File: config.mk
export PLATFORM = sky130hd
export DESIGN_NAME = xmodem_checksum_sender_core_flat
export DESIGN_NICKNAME = d
export VERILOG_FILES = /design/src/design/xcs_pkg.sv /design/src/design/xcs_if.sv /design/src/design/xcs_ctrl.sv /design/src/design/xmodem_checksum_sender_core.sv /design/src/flat_wrapper.sv
export SDC_FILE = /design/constraint.sdc
export NUM_CORES = 1
export LEC_CHECK = 0
export ABC_AREA = 1
export ABC_CLOCK_PERIOD_IN_PS = 4100
export BUFFER_PORTS_ARGS = -buffer_cell sky130_fd_sc_hd__buf_2
export CAP_MARGIN = 20
export CELL_PAD_IN_SITES_DETAIL_PLACEMENT = 1
export CELL_PAD_IN_SITES_GLOBAL_PLACEMENT = 1
export CORE_MARGIN = 3
export CORE_UTILIZATION = 33
export DETAILED_ROUTE_END_ITERATION = 6
export GPL_TIMING_DRIVEN = 1
export HOLD_SLACK_MARGIN = 0.06
export PLACE_DENSITY = 0.65
export SYNTH_ARGS = -nofsm -noshare
export SYNTH_HDL_FRONTEND = slang
export SYNTH_SLANG_ARGS = --single-unit
File: constraint.sdc
create_clock -name clk -period 4.1 [get_ports clk]
set_clock_uncertainty 0.05 [all_clocks]
set_input_delay 0.82 -clock clk [delete_from_list [all_inputs] [get_ports clk]]
set_output_delay 0.82 -clock clk [all_outputs]
set_load 0.05 [all_outputs]
File: src/design/xcs_pkg.sv
// ----------------------------------------------------------------------------
// XMODEM checksum sender package
// Shared types, symbols and sizes for the sender core and its controller.
// ----------------------------------------------------------------------------
package xcs_pkg;

  localparam int BLOCK_BYTES = 128;
  localparam int ADDR_W      = $clog2(BLOCK_BYTES);
  localparam int DATA_OFFSET = 3;
  localparam int FRAME_LAST  = BLOCK_BYTES + DATA_OFFSET;

  localparam logic [7:0] SYM_SOH = 8'h01;
  localparam logic [7:0] SYM_EOT = 8'h04;
  localparam logic [7:0] SYM_ACK = 8'h06;
  localparam logic [7:0] SYM_NAK = 8'h15;
  localparam logic [7:0] SYM_CAN = 8'h18;
  localparam logic [7:0] SYM_PAD = 8'hFF;

  localparam logic [7:0] RETRY_LIMIT_RST = 8'd100;
  localparam logic [7:0] RETRY_MAX       = 8'd255;

  typedef enum logic [1:0] {
    OP_LOAD    = 2'd0,
    OP_RX      = 2'd1,
    OP_TIMEOUT = 2'd2,
    OP_TX_SLOT = 2'd3
  } op_t;

  typedef enum logic [2:0] {
    PH_WAIT   = 3'd0,
    PH_SEND   = 3'd1,
    PH_REPLY  = 3'd2,
    PH_NEED   = 3'd3,
    PH_DONE   = 3'd4,
    PH_FAIL   = 3'd5,
    PH_CANCEL = 3'd6,
    PH_EOT    = 3'd7
  } phase_t;

  typedef struct packed {
    logic             tx_valid;
    logic             use_mem;
    logic             add_sum;
    logic             take_sum;
    logic             clear_sum;
    logic [7:0]       tx_byte;
    logic [2:0]       status;
    logic [7:0]       block_count;
    logic [7:0]       retries;
  } item_t;

  typedef struct packed {
    logic              wr_en;
    logic [ADDR_W-1:0] wr_addr;
    logic [7:0]        wr_data;
    logic              rd_en;
    logic [ADDR_W-1:0] rd_addr;
  } mem_req_t;

endpackage

File: src/design/xcs_if.sv
// ----------------------------------------------------------------------------
// XMODEM checksum sender channels
// Valid/ready channels for requests into the core and results out of it.
// ----------------------------------------------------------------------------
interface xcs_in_if;
  logic       valid;
  logic       ready;
  logic [1:0] operation;
  logic [7:0] data_byte;
  logic       end_of_file;

  modport source (output valid, operation, data_byte, end_of_file, input ready);
  modport sink   (input valid, operation, data_byte, end_of_file, output ready);
endinterface

interface xcs_out_if;
  logic       valid;
  logic       ready;
  logic       tx_valid;
  logic [7:0] tx_byte;
  logic [2:0] status;
  logic [7:0] block_count;
  logic [7:0] retries;

  modport source (output valid, tx_valid, tx_byte, status, block_count, retries,
                  input ready);
  modport sink   (input valid, tx_valid, tx_byte, status, block_count, retries,
                  output ready);
endinterface

File: src/design/xcs_ctrl.sv
// ----------------------------------------------------------------------------
// XMODEM checksum sender controller
// Protocol state, frame pointer and retry counting; issues store accesses.
// ----------------------------------------------------------------------------
module xcs_ctrl (
  input  logic              clk,
  input  logic              rst_n,
  input  logic              accept,
  input  logic [1:0]        operation,
  input  logic [7:0]        data_byte,
  input  logic              end_of_file,
  input  logic              cfg_we,
  input  logic [7:0]        cfg_wdata,
  output xcs_pkg::item_t    item,
  output xcs_pkg::mem_req_t mem_req
);

  xcs_pkg::phase_t phase_r, phase_nxt;
  logic [7:0] fill_r, fill_nxt;
  logic       file_r, file_nxt;
  logic [7:0] fp_r, fp_nxt;
  logic [7:0] block_r, block_nxt;
  logic [7:0] cnt_r, cnt_nxt;
  logic [7:0] limit_r;

  logic       ready_now;
  logic       ready_after;
  logic [7:0] cnt_inc;
  logic       do_start;
  logic [7:0] idx;

  assign ready_now   = (fill_r >= 8'(xcs_pkg::BLOCK_BYTES)) || file_r;
  assign ready_after = ((fill_r + 8'd1) >= 8'(xcs_pkg::BLOCK_BYTES)) || file_r || end_of_file;
  assign cnt_inc     = (cnt_r == xcs_pkg::RETRY_MAX) ? cnt_r : cnt_r + 8'd1;
  assign idx         = fp_r - 8'(xcs_pkg::DATA_OFFSET);

  // Next state.
  always_comb begin
    phase_nxt = phase_r;
    fill_nxt  = fill_r;
    file_nxt  = file_r;
    fp_nxt    = fp_r;
    block_nxt = block_r;
    cnt_nxt   = cnt_r;
    do_start  = 1'b0;
    case (xcs_pkg::op_t'(operation))
      xcs_pkg::OP_LOAD: begin
        if ((phase_r == xcs_pkg::PH_WAIT || phase_r == xcs_pkg::PH_NEED) && !ready_now) begin
          fill_nxt = fill_r + 8'd1;
          if (end_of_file) begin
            file_nxt = 1'b1;
          end
          if (phase_r == xcs_pkg::PH_NEED && ready_after) begin
            do_start = 1'b1;
          end
        end
      end
      xcs_pkg::OP_RX: begin
        if (phase_r == xcs_pkg::PH_WAIT) begin
          if (data_byte == xcs_pkg::SYM_NAK) begin
            cnt_nxt = 8'd0;
            if (ready_now) begin
              do_start = 1'b1;
            end else begin
              phase_nxt = xcs_pkg::PH_NEED;
            end
          end else begin
            cnt_nxt = cnt_inc;
            if (cnt_inc >= limit_r) begin
              phase_nxt = xcs_pkg::PH_FAIL;
            end
          end
        end else if (phase_r == xcs_pkg::PH_REPLY) begin
          if (data_byte == xcs_pkg::SYM_ACK) begin
            cnt_nxt   = 8'd0;
            block_nxt = block_r + 8'd1;
            if (file_r) begin
              phase_nxt = xcs_pkg::PH_EOT;
            end else begin
              fill_nxt  = 8'd0;
              phase_nxt = xcs_pkg::PH_NEED;
            end
          end else if (data_byte == xcs_pkg::SYM_CAN) begin
            phase_nxt = xcs_pkg::PH_CANCEL;
          end else begin
            cnt_nxt = cnt_inc;
            if (cnt_inc >= limit_r) begin
              phase_nxt = xcs_pkg::PH_FAIL;
            end else if (data_byte == xcs_pkg::SYM_NAK) begin
              do_start = 1'b1;
            end
          end
        end
      end
      xcs_pkg::OP_TIMEOUT: begin
        if (phase_r == xcs_pkg::PH_WAIT || phase_r == xcs_pkg::PH_REPLY) begin
          cnt_nxt = cnt_inc;
          if (cnt_inc >= limit_r) begin
            phase_nxt = xcs_pkg::PH_FAIL;
          end
        end
      end
      xcs_pkg::OP_TX_SLOT: begin
        if (phase_r == xcs_pkg::PH_SEND) begin
          if (fp_r >= 8'(xcs_pkg::FRAME_LAST)) begin
            fp_nxt    = 8'd0;
            phase_nxt = xcs_pkg::PH_REPLY;
          end else begin
            fp_nxt = fp_r + 8'd1;
          end
        end else if (phase_r == xcs_pkg::PH_EOT) begin
          phase_nxt = xcs_pkg::PH_DONE;
        end
      end
      default: begin
      end
    endcase
    if (do_start) begin
      fp_nxt    = 8'd0;
      phase_nxt = xcs_pkg::PH_SEND;
    end
  end

  // Result descriptor and store accesses.
  always_comb begin
    item             = '0;
    mem_req          = '0;
    mem_req.wr_addr  = fill_r[xcs_pkg::ADDR_W-1:0];
    mem_req.wr_data  = data_byte;
    mem_req.rd_addr  = idx[xcs_pkg::ADDR_W-1:0];
    item.clear_sum   = do_start;
    item.status      = (phase_nxt == xcs_pkg::PH_EOT) ? xcs_pkg::PH_SEND : phase_nxt;
    item.block_count = block_nxt;
    item.retries     = cnt_nxt;
    case (xcs_pkg::op_t'(operation))
      xcs_pkg::OP_LOAD: begin
        mem_req.wr_en = accept && (fill_nxt != fill_r);
      end
      xcs_pkg::OP_TX_SLOT: begin
        if (phase_r == xcs_pkg::PH_SEND) begin
          item.tx_valid = 1'b1;
          if (fp_r == 8'd0) begin
            item.tx_byte = xcs_pkg::SYM_SOH;
          end else if (fp_r == 8'd1) begin
            item.tx_byte = block_r;
          end else if (fp_r == 8'd2) begin
            item.tx_byte = ~block_r;
          end else if (fp_r < 8'(xcs_pkg::FRAME_LAST)) begin
            item.add_sum = 1'b1;
            if (idx < fill_r) begin
              item.use_mem  = 1'b1;
              mem_req.rd_en = accept;
            end else begin
              item.tx_byte = xcs_pkg::SYM_PAD;
            end
          end else begin
            item.take_sum = 1'b1;
          end
        end else if (phase_r == xcs_pkg::PH_EOT) begin
          item.tx_valid = 1'b1;
          item.tx_byte  = xcs_pkg::SYM_EOT;
        end
      end
      default: begin
      end
    endcase
  end

  always_ff @(posedge clk) begin
    if (!rst_n) begin
      phase_r <= xcs_pkg::PH_WAIT;
      fill_r  <= 8'd0;
      file_r  <= 1'b0;
      fp_r    <= 8'd0;
      block_r <= 8'd1;
      cnt_r   <= 8'd0;
      limit_r <= xcs_pkg::RETRY_LIMIT_RST;
    end else begin
      if (accept) begin
        phase_r <= phase_nxt;
        fill_r  <= fill_nxt;
        file_r  <= file_nxt;
        fp_r    <= fp_nxt;
        block_r <= block_nxt;
        cnt_r   <= cnt_nxt;
      end
      if (cfg_we) begin
        limit_r <= cfg_wdata;
      end
    end
  end

endmodule

File: src/design/xmodem_checksum_sender_core.sv
// ----------------------------------------------------------------------------
// XMODEM checksum sender core
// Frames loaded firmware blocks into XMODEM packets with an 8-bit sum.
// ----------------------------------------------------------------------------
//   Channel   Direction  Carries
//   in_chan   in         operation, data_byte, end_of_file
//   out_chan  out        tx_valid, tx_byte, status, block_count, retries
//   cfg_*     in         retry_limit write
//
// One request is accepted per cycle unless a stall holds it. On acceptance it
// enters the request stage, where the registered read of the block store
// completes; when that stage advances, its result moves into the output
// register, from which the result is offered.
// A stalled result holds the request stage, which then stops acceptance.
// Reset is synchronous and needs no clearing pass; the store is never read
// before it is written.
module xmodem_checksum_sender_core (
  input  logic              clk,
  input  logic              rst_n,
  xcs_in_if.sink            in_chan,
  xcs_out_if.source         out_chan,
  input  logic              cfg_we,
  input  logic [7:0]        cfg_wdata
);

  logic [7:0] mem [xcs_pkg::BLOCK_BYTES];
  logic [7:0] rd_data_r;

  xcs_pkg::item_t    item;
  xcs_pkg::mem_req_t mem_req;
  xcs_pkg::item_t    s1_r;
  logic              s1_valid_r;
  logic              s1_adv;
  logic              accept;
  logic [7:0]        sum_r, sum_nxt;
  logic [7:0]        s1_byte;

  logic       out_valid_r;
  logic       out_tx_valid_r;
  logic [7:0] out_tx_byte_r;
  logic [2:0] out_status_r;
  logic [7:0] out_block_r;
  logic [7:0] out_retries_r;

  assign s1_adv        = s1_valid_r && (!out_valid_r || out_chan.ready);
  assign in_chan.ready = !s1_valid_r || s1_adv;
  assign accept        = in_chan.valid && in_chan.ready;

  xcs_ctrl u_ctrl (
    .clk         (clk),
    .rst_n       (rst_n),
    .accept      (accept),
    .operation   (in_chan.operation),
    .data_byte   (in_chan.data_byte),
    .end_of_file (in_chan.end_of_file),
    .cfg_we      (cfg_we),
    .cfg_wdata   (cfg_wdata),
    .item        (item),
    .mem_req     (mem_req)
  );

  always_ff @(posedge clk) begin
    if (mem_req.wr_en) begin
      mem[mem_req.wr_addr] <= mem_req.wr_data;
    end
    if (mem_req.rd_en) begin
      rd_data_r <= mem[mem_req.rd_addr];
    end
  end

  always_comb begin
    if (s1_r.use_mem) begin
      s1_byte = rd_data_r;
    end else if (s1_r.take_sum) begin
      s1_byte = sum_r;
    end else begin
      s1_byte = s1_r.tx_byte;
    end
    sum_nxt = sum_r;
    if (s1_adv) begin
      if (s1_r.clear_sum) begin
        sum_nxt = 8'd0;
      end else if (s1_r.add_sum) begin
        sum_nxt = sum_r + s1_byte;
      end
    end
  end

  always_ff @(posedge clk) begin
    if (!rst_n) begin
      s1_valid_r  <= 1'b0;
      out_valid_r <= 1'b0;
      sum_r       <= 8'd0;
    end else begin
      sum_r <= sum_nxt;
      if (accept) begin
        s1_valid_r <= 1'b1;
      end else if (s1_adv) begin
        s1_valid_r <= 1'b0;
      end
      if (s1_adv) begin
        out_valid_r <= 1'b1;
      end else if (out_chan.ready) begin
        out_valid_r <= 1'b0;
      end
    end
  end

  always_ff @(posedge clk) begin
    if (accept) begin
      s1_r <= item;
    end
    if (s1_adv) begin
      out_tx_valid_r <= s1_r.tx_valid;
      out_tx_byte_r  <= s1_byte;
      out_status_r   <= s1_r.status;
      out_block_r    <= s1_r.block_count;
      out_retries_r  <= s1_r.retries;
    end
  end

  assign out_chan.valid       = out_valid_r;
  assign out_chan.tx_valid    = out_tx_valid_r;
  assign out_chan.tx_byte     = out_tx_byte_r;
  assign out_chan.status      = out_status_r;
  assign out_chan.block_count = out_block_r;
  assign out_chan.retries     = out_retries_r;

endmodule
File: src/flat_wrapper.sv
// flat-port wrapper written by rule: the top's interface ports become plain ports
module xmodem_checksum_sender_core_flat 
  (clk, rst_n, cfg_we, cfg_wdata, in_chan_valid, in_chan_operation, in_chan_data_byte, in_chan_end_of_file, in_chan_ready, out_chan_valid, out_chan_tx_valid, out_chan_tx_byte, out_chan_status, out_chan_block_count, out_chan_retries, out_chan_ready);
  xcs_in_if in_chan_i ();
  xcs_out_if out_chan_i ();
  input  logic clk;
  input  logic rst_n;
  input  logic cfg_we;
  input  logic [7:0] cfg_wdata;
  input wire logic [$bits(in_chan_i.valid)-1:0] in_chan_valid;
  input wire logic [$bits(in_chan_i.operation)-1:0] in_chan_operation;
  input wire logic [$bits(in_chan_i.data_byte)-1:0] in_chan_data_byte;
  input wire logic [$bits(in_chan_i.end_of_file)-1:0] in_chan_end_of_file;
  output wire logic [$bits(in_chan_i.ready)-1:0] in_chan_ready;
  output wire logic [$bits(out_chan_i.valid)-1:0] out_chan_valid;
  output wire logic [$bits(out_chan_i.tx_valid)-1:0] out_chan_tx_valid;
  output wire logic [$bits(out_chan_i.tx_byte)-1:0] out_chan_tx_byte;
  output wire logic [$bits(out_chan_i.status)-1:0] out_chan_status;
  output wire logic [$bits(out_chan_i.block_count)-1:0] out_chan_block_count;
  output wire logic [$bits(out_chan_i.retries)-1:0] out_chan_retries;
  input wire logic [$bits(out_chan_i.ready)-1:0] out_chan_ready;
  assign in_chan_i.valid = in_chan_valid;
  assign in_chan_i.operation = in_chan_operation;
  assign in_chan_i.data_byte = in_chan_data_byte;
  assign in_chan_i.end_of_file = in_chan_end_of_file;
  assign in_chan_ready = in_chan_i.ready;
  assign out_chan_valid = out_chan_i.valid;
  assign out_chan_tx_valid = out_chan_i.tx_valid;
  assign out_chan_tx_byte = out_chan_i.tx_byte;
  assign out_chan_status = out_chan_i.status;
  assign out_chan_block_count = out_chan_i.block_count;
  assign out_chan_retries = out_chan_i.retries;
  assign out_chan_i.ready = out_chan_ready;
  xmodem_checksum_sender_core u_core (.clk(clk), .rst_n(rst_n), .in_chan(in_chan_i), .out_chan(out_chan_i), .cfg_we(cfg_we), .cfg_wdata(cfg_wdata));
endmodule
== After elaboration in Yosys (flattened, before gate mapping) ==
Memory sizes are Yosys's and may differ from the RTL's. A register that Yosys moved wholly into a read port is not among the register bits.
Cells that the tools add are included.

* Register bits after elaboration: 114
* Memory bits (writable): 1024
* Bits of input ports: 24
* Output and inout bits: 30
* Logic and storage cells: 161
* Memories: 1

{| class="wikitable"
|+ Memory list
! memory !! words !! bits a word !! read ports !! clocked after Yosys merged registers in !! write ports !! line !! text
|-
| u_core.mem || 128 || 8 || 1 || 1 || 1 || xmodem_checksum_sender_core.sv:26 || <nowiki>logic [7:0] mem [xcs_pkg::BLOCK_BYTES];</nowiki>
|}

* Add/sub/neg operators: 6
* Magnitude comparators: 6
* Equal/unequal tests: 15
* Muxes and demuxes: 77
* Bitwise operators: 4
* Reduce and logical (&&, ||, !) cells: 28

{| class="wikitable"
|+ Operator list
! kind !! count
|-
| $mux W8 || 30
|-
| $mux W3 || 14
|-
| $add A8 B1 Y8 const B || 4
|-
| $pmux W8 S2 || 2
|-
| $mux W1 || 29
|-
| $ge A8 B8 Y1 const B || 3
|-
| $eq A8 B5 Y1 const B || 2
|-
| $reduce_bool A2 Y1 || 5
|-
| $pmux W3 S3 || 1
|-
| $add A8 B8 Y8 || 1
|-
| $eq A8 B1 Y1 const B || 1
|-
| $eq A8 B2 Y1 const B || 1
|-
| $eq A8 B3 Y1 const B || 1
|-
| $eq A8 B8 Y1 const B || 1
|-
| $ge A8 B8 Y1 || 1
|-
| $logic_not A8 Y1 || 1
|-
| $lt A8 B8 Y1 || 1
|-
| $lt A8 B8 Y1 const B || 1
|-
| $ne A8 B8 Y1 || 1
|-
| $not A8 Y8 || 1
|-
| $sub A8 B2 Y8 const B || 1
|-
| $logic_or A1 B1 Y1 || 7
|-
| $eq A3 B2 Y1 const B || 2
|-
| $eq A3 B3 Y1 const B || 2
|-
| other kinds (14) || 23
|}

== Longest topological paths before layout ==
* Depth in word-level cells: 12
* Mapped depth: 24

== Modules after synthesis ==
A second synthesis with hierarchy kept.

* Cells, all modules: 4501
* Area total of the unflattened synthesis: 49377.4 um^2

{| class="wikitable"
|+ Modules (own cells, without submodules)
! module !! times used !! cells an instance !! area each (um^2)
|-
| xmodem_checksum_sender_core || 1 || 3760 || 44965.6
|-
| xcs_ctrl || 1 || 741 || 4411.7
|}

== Worst setup path before layout ==
Ideal clock, no wire load.

* Kind: input to register
* Start: input port out_chan_ready
* End: register u_core.s1_r[0] in the netlist's numbering (enable)
* Library setup time: 0.409 ns
* Arrival time: 2.865 ns
* Path slack: 0.776 ns
* Cell stages on the path: 6
* Path buffers: 2
* Path through: inv_1 > nand3_1 > nand2_1 > inv_1 > clkbuf_1 > clkbuf_1

* Cells in the longest elaborated chain, start to end: 4

{| class="wikitable"
|+ Ends and longest elaborated chain
! element !! line !! text
|-
| start: declaration || flat_wrapper.sv:21 || <nowiki>input wire logic [$bits(out_chan_i.ready)-1:0] out_chan_ready;</nowiki>
|-
| $logic_or A1 B1 Y1 || xmodem_checksum_sender_core.sv:45 || <nowiki>assign s1_adv = s1_valid_r && (!out_valid_r || out_chan.ready);</nowiki>
|-
| $logic_and A1 B1 Y1 || xmodem_checksum_sender_core.sv:45 ||
|-
| $logic_or A1 B1 Y1 || xmodem_checksum_sender_core.sv:46 || <nowiki>assign in_chan.ready = !s1_valid_r || s1_adv;</nowiki>
|-
| named net in_chan_ready || flat_wrapper.sv:14 || <nowiki>output wire logic [$bits(in_chan_i.ready)-1:0] in_chan_ready;</nowiki>
|-
| $logic_and A1 B1 Y1 || xmodem_checksum_sender_core.sv:47 || <nowiki>assign accept = in_chan.valid && in_chan.ready;</nowiki>
|-
| named net u_core.accept || xmodem_checksum_sender_core.sv:34 || <nowiki>logic accept;</nowiki>
|-
| end signal: assignment || xmodem_checksum_sender_core.sv:111 || <nowiki>s1_r <= item;</nowiki>
|-
| end: declaration || xmodem_checksum_sender_core.sv:31 || <nowiki>xcs_pkg::item_t s1_r;</nowiki>
|}

The timed path passes the listed nets, and every way through them passes these cells.
A chain may end at the register's enable or synchronous reset.

==> impl_metrics.toml <==
[power_and_ir_drop]
leakage_uw = 0.0186
power_density_nw_per_um2 = 446
clkPwrFrac_pct = 41.8
seq_power_share_pct = 52.8
p_sw_uw = 5600
comb_power_share_pct = 5.4
swShare_pct = 22.8
p_int_uw = 18900
vdd_drop_max_mv = 0.405

[clocking]
hold_buffers = 0
path_clk_slew_ns = 0.06
cts_sinks = 1146
postCtsSetupBuffers = 0
h-tree-depth = 3
numCtsBuffers = 116
post_cts_resized = 0
cts-root-buf = "clkbuf_16"
clk_path_buf_depth = 3
insertion_delay_ns = 0.75
tritoncts = "built"

[place]
dp_slack_ns = 0.453
portBuffers = 53
dp_hpwl_um = 85700
place_congestion = 0.835

[die]
core_area_um2 = 144000
boundaryPins = 54
num_rows = 139
die_w_um = 387
fp.dieH_um = 387
die_area_um2 = 150000
initial_core_util_pct = 33.3

[sta]
hold_viol_final = 0
fin_crit_ns = 3.49
final_max_slew_viol_count = 0
rsz0062_at_grt = "false"
worst_pin_slew_ns = 1.02
timing.slew.headroom_pct = 32.3
setup_viol = 0
period_share_pct = 85.1
max_freq_ghz = 0.287
fin_ws_ns = 0.612
fin_setup_tns_ns = 0

[flow_run]
drv_cap = 0

[worst_setup_path]
cp_slowest_stage_delay_ns = 0.42
critPathSlowestCell = "dfxtp_1"
required_ns = 4.71
cp-start-kind = "flip-flop"
path_max_fanout = 9
crit_top_cell = "nand2_1"
worstPathCellList = "ha_1, nand3_1, nor2_1, nand3_2, o21ai_0, ha_1, nand2_1, nand3_1, nand2_1, nand2_1, nand2_1, nand2_1, inv_1, nand3_1, nand2_2, inv_2, nand2_1, nand2_2, inv_2, o21ai_0, nor2_1"
endpoint_kind = "flip-flop"
cp.arrival_ns = 4.10
path_class = "flip-flop to flip-flop"

[routing]
vias = 32800
wl_per_cell_um = 22.8
drc = 0
dr.pass1.iters = 5
drtIter0Drc = 2880
vias_per_cell = 5.24
drtAntennaViolNets = 0
drt_wl_total_um = 143000

[synth]
synth_cells = 4156
post-synth-top-area-cell = "edfxtp_1"
synth.most_common_cell = "edfxtp_1"
synth_area_leaders = "edfxtp_1 68%, o21ai_0 7.2%, nor2_1 6.6%"
ys_top_cells_by_count = "1092 x edfxtp_1, 838 x nor2_1, 686 x o21ai_0"
ys.warnings.count = 0
synth_enable_flop_cells = 1092
ys_types = 44
synth.top_cell.area_share_pct = 68.4
async_flop_share_pct = 0
synth.avg_cell_area_um2 = 11.5
synthesis.nets = 4215
synth_ff_type = "edfxtp_1"
ys_seq_elements = 1146
syn_area_um2 = 48000
seq_area_frac_synth_pct = 70.6

[outcome]
outcome = "completed"

[global_route]
grt_max_degree = 192
grt_pass1_vias = 33900
gr-total-overflow = 0
grt_pass1_wl_um = 215000
grt_use_total_pct = 18.7
antenna_found_initial = 0

[hold_path]
hold_class = "input pin to flip-flop"

[cells_and_area]
syn2layout_area_growth_pct = 14.7
drive_gt1_share_pct = 10.0
postLayoutCoreUtil_pct = 38.2
fin_nets = 4324
antenna_cells = 0
## stage by stage
step | area, µm² | power [µW] | hold slack [ns] | instances
after floorplan | 48000 | 13900 | 0.350 | 4156
after global placement | 51400 | 14500 | 0.354 | 6050
after detailed placement | 51400 | 14500 | 0.356 | 6050
after CTS | 55000 | 24700 | 0.215 | 6265
after global routing | 55000 | 25300 | 0.243 | 6265
final | 55000 | 24500 | 0.268 | 6265
## critical path, delay by kind of cell, from the launching register on
kind                     cells  cell delay [ns]
AO/OA/AOI/OAI                2             0.46
flip-flops                   1             0.42
AND/OR/NAND/NOR             14             1.59
adder cells (fa/ha/maj)      2             0.54
buffers and inverters        3             0.35
## cell usage in the layout, fill, tap and decap left out, drive strengths merged, types with 34 or more instances in the layout
cell	instances
edfxtp	1092
nor2	845
o21ai	690
nand2	469
buf	243
o22ai	161
clkbuf	147
nand3	146
inv	141
a21oi	98
o211ai	95
clkinv	55
dfxtp	54
ha	34
## layer usage
layer	share of wire (%)	GRT usage (%)	routed length, µm
met4	3.8	7.50	5410
met5	0	0	0
met1	44	24.9	62700
met3	4.6	2.25	6550
met2	48	31.0	68300
## final cells by class
type                    instances  area [µm²]
fillers                     15600       89000
flip-flops and latches       1146       33900
multi-input cells            2618       12600
clock buffers                 147        3020
well taps                    1903        2380
repair buffers                243        2020
clock inverters                68         599
inverters                     140         536
## power by group through the flow
stage	registers (µW)	clock network, µW	logic (µW)
floorplan	13200	0	662
global placement	13200	0	1320
detailed placement	13200	0	1340
CTS	12900	10500	1350
global route	12900	10900	1470
finish	12900	10200	1330
## worst paths after layout
kind                            slack (ns)  cells past startpoint                               endpoint                           startpoint
worst max-delay path                  0.61                     21     u_core.u_ctrl.fp_r[5]$_SDFFE_PN0P_  u_core.u_ctrl.cnt_r[0]$_SDFFE_PN0P_
worst min-delay path                  0.27                      3  u_core.u_ctrl.limit_r[0]$_SDFFE_PN0P_                         cfg_wdata[0]
worst max register to register        0.61                     21     u_core.u_ctrl.fp_r[5]$_SDFFE_PN0P_  u_core.u_ctrl.cnt_r[0]$_SDFFE_PN0P_
worst min register to register        0.37                      0     u_core.out_chan.tx_valid$_DFFE_PP_        u_core.s1_r[31]$_SDFFCE_PN0P_
## flip-flops by register name (all words and copies together) (netlist names)
| register | count |
|---|---|
| u_core.out_chan.valid | 1 |
| u_core.out_chan.tx_valid | 1 |
| u_core.mem | 1024 |
| u_core.out_chan.retries | 8 |
| u_core.s1_r | 32 |
| u_core.s1_valid_r | 1 |
| u_core.u_ctrl.cnt_r | 8 |
| u_core.u_ctrl.phase_r | 3 |
| u_core.u_ctrl.fp_r | 8 |
| u_core.u_ctrl.block_r | 8 |
| u_core.out_chan.status | 3 |
| u_core.out_chan.block_count | 8 |
| u_core.sum_r | 8 |
| u_core.u_ctrl.limit_r | 8 |
| u_core.u_ctrl.fill_r | 8 |
| u_core.u_ctrl.file_r | 1 |
| u_core.out_chan.tx_byte | 8 |
| u_core.rd_data_r | 8 |
## logic make-up (layout without fill, tap and decap cells)
logic type	count (synthesis)	count (layout)	share of synthesized area, %
compound gates	1070	1070	12.3
xor+xnor	21	21	0.383
buf+inv	392	598	3.31
fa+ha+maj	35	35	0.929
flops	1146	1146	70.6
simple gates	1492	1492	12.5
Power figures use the tool's default switching activity.
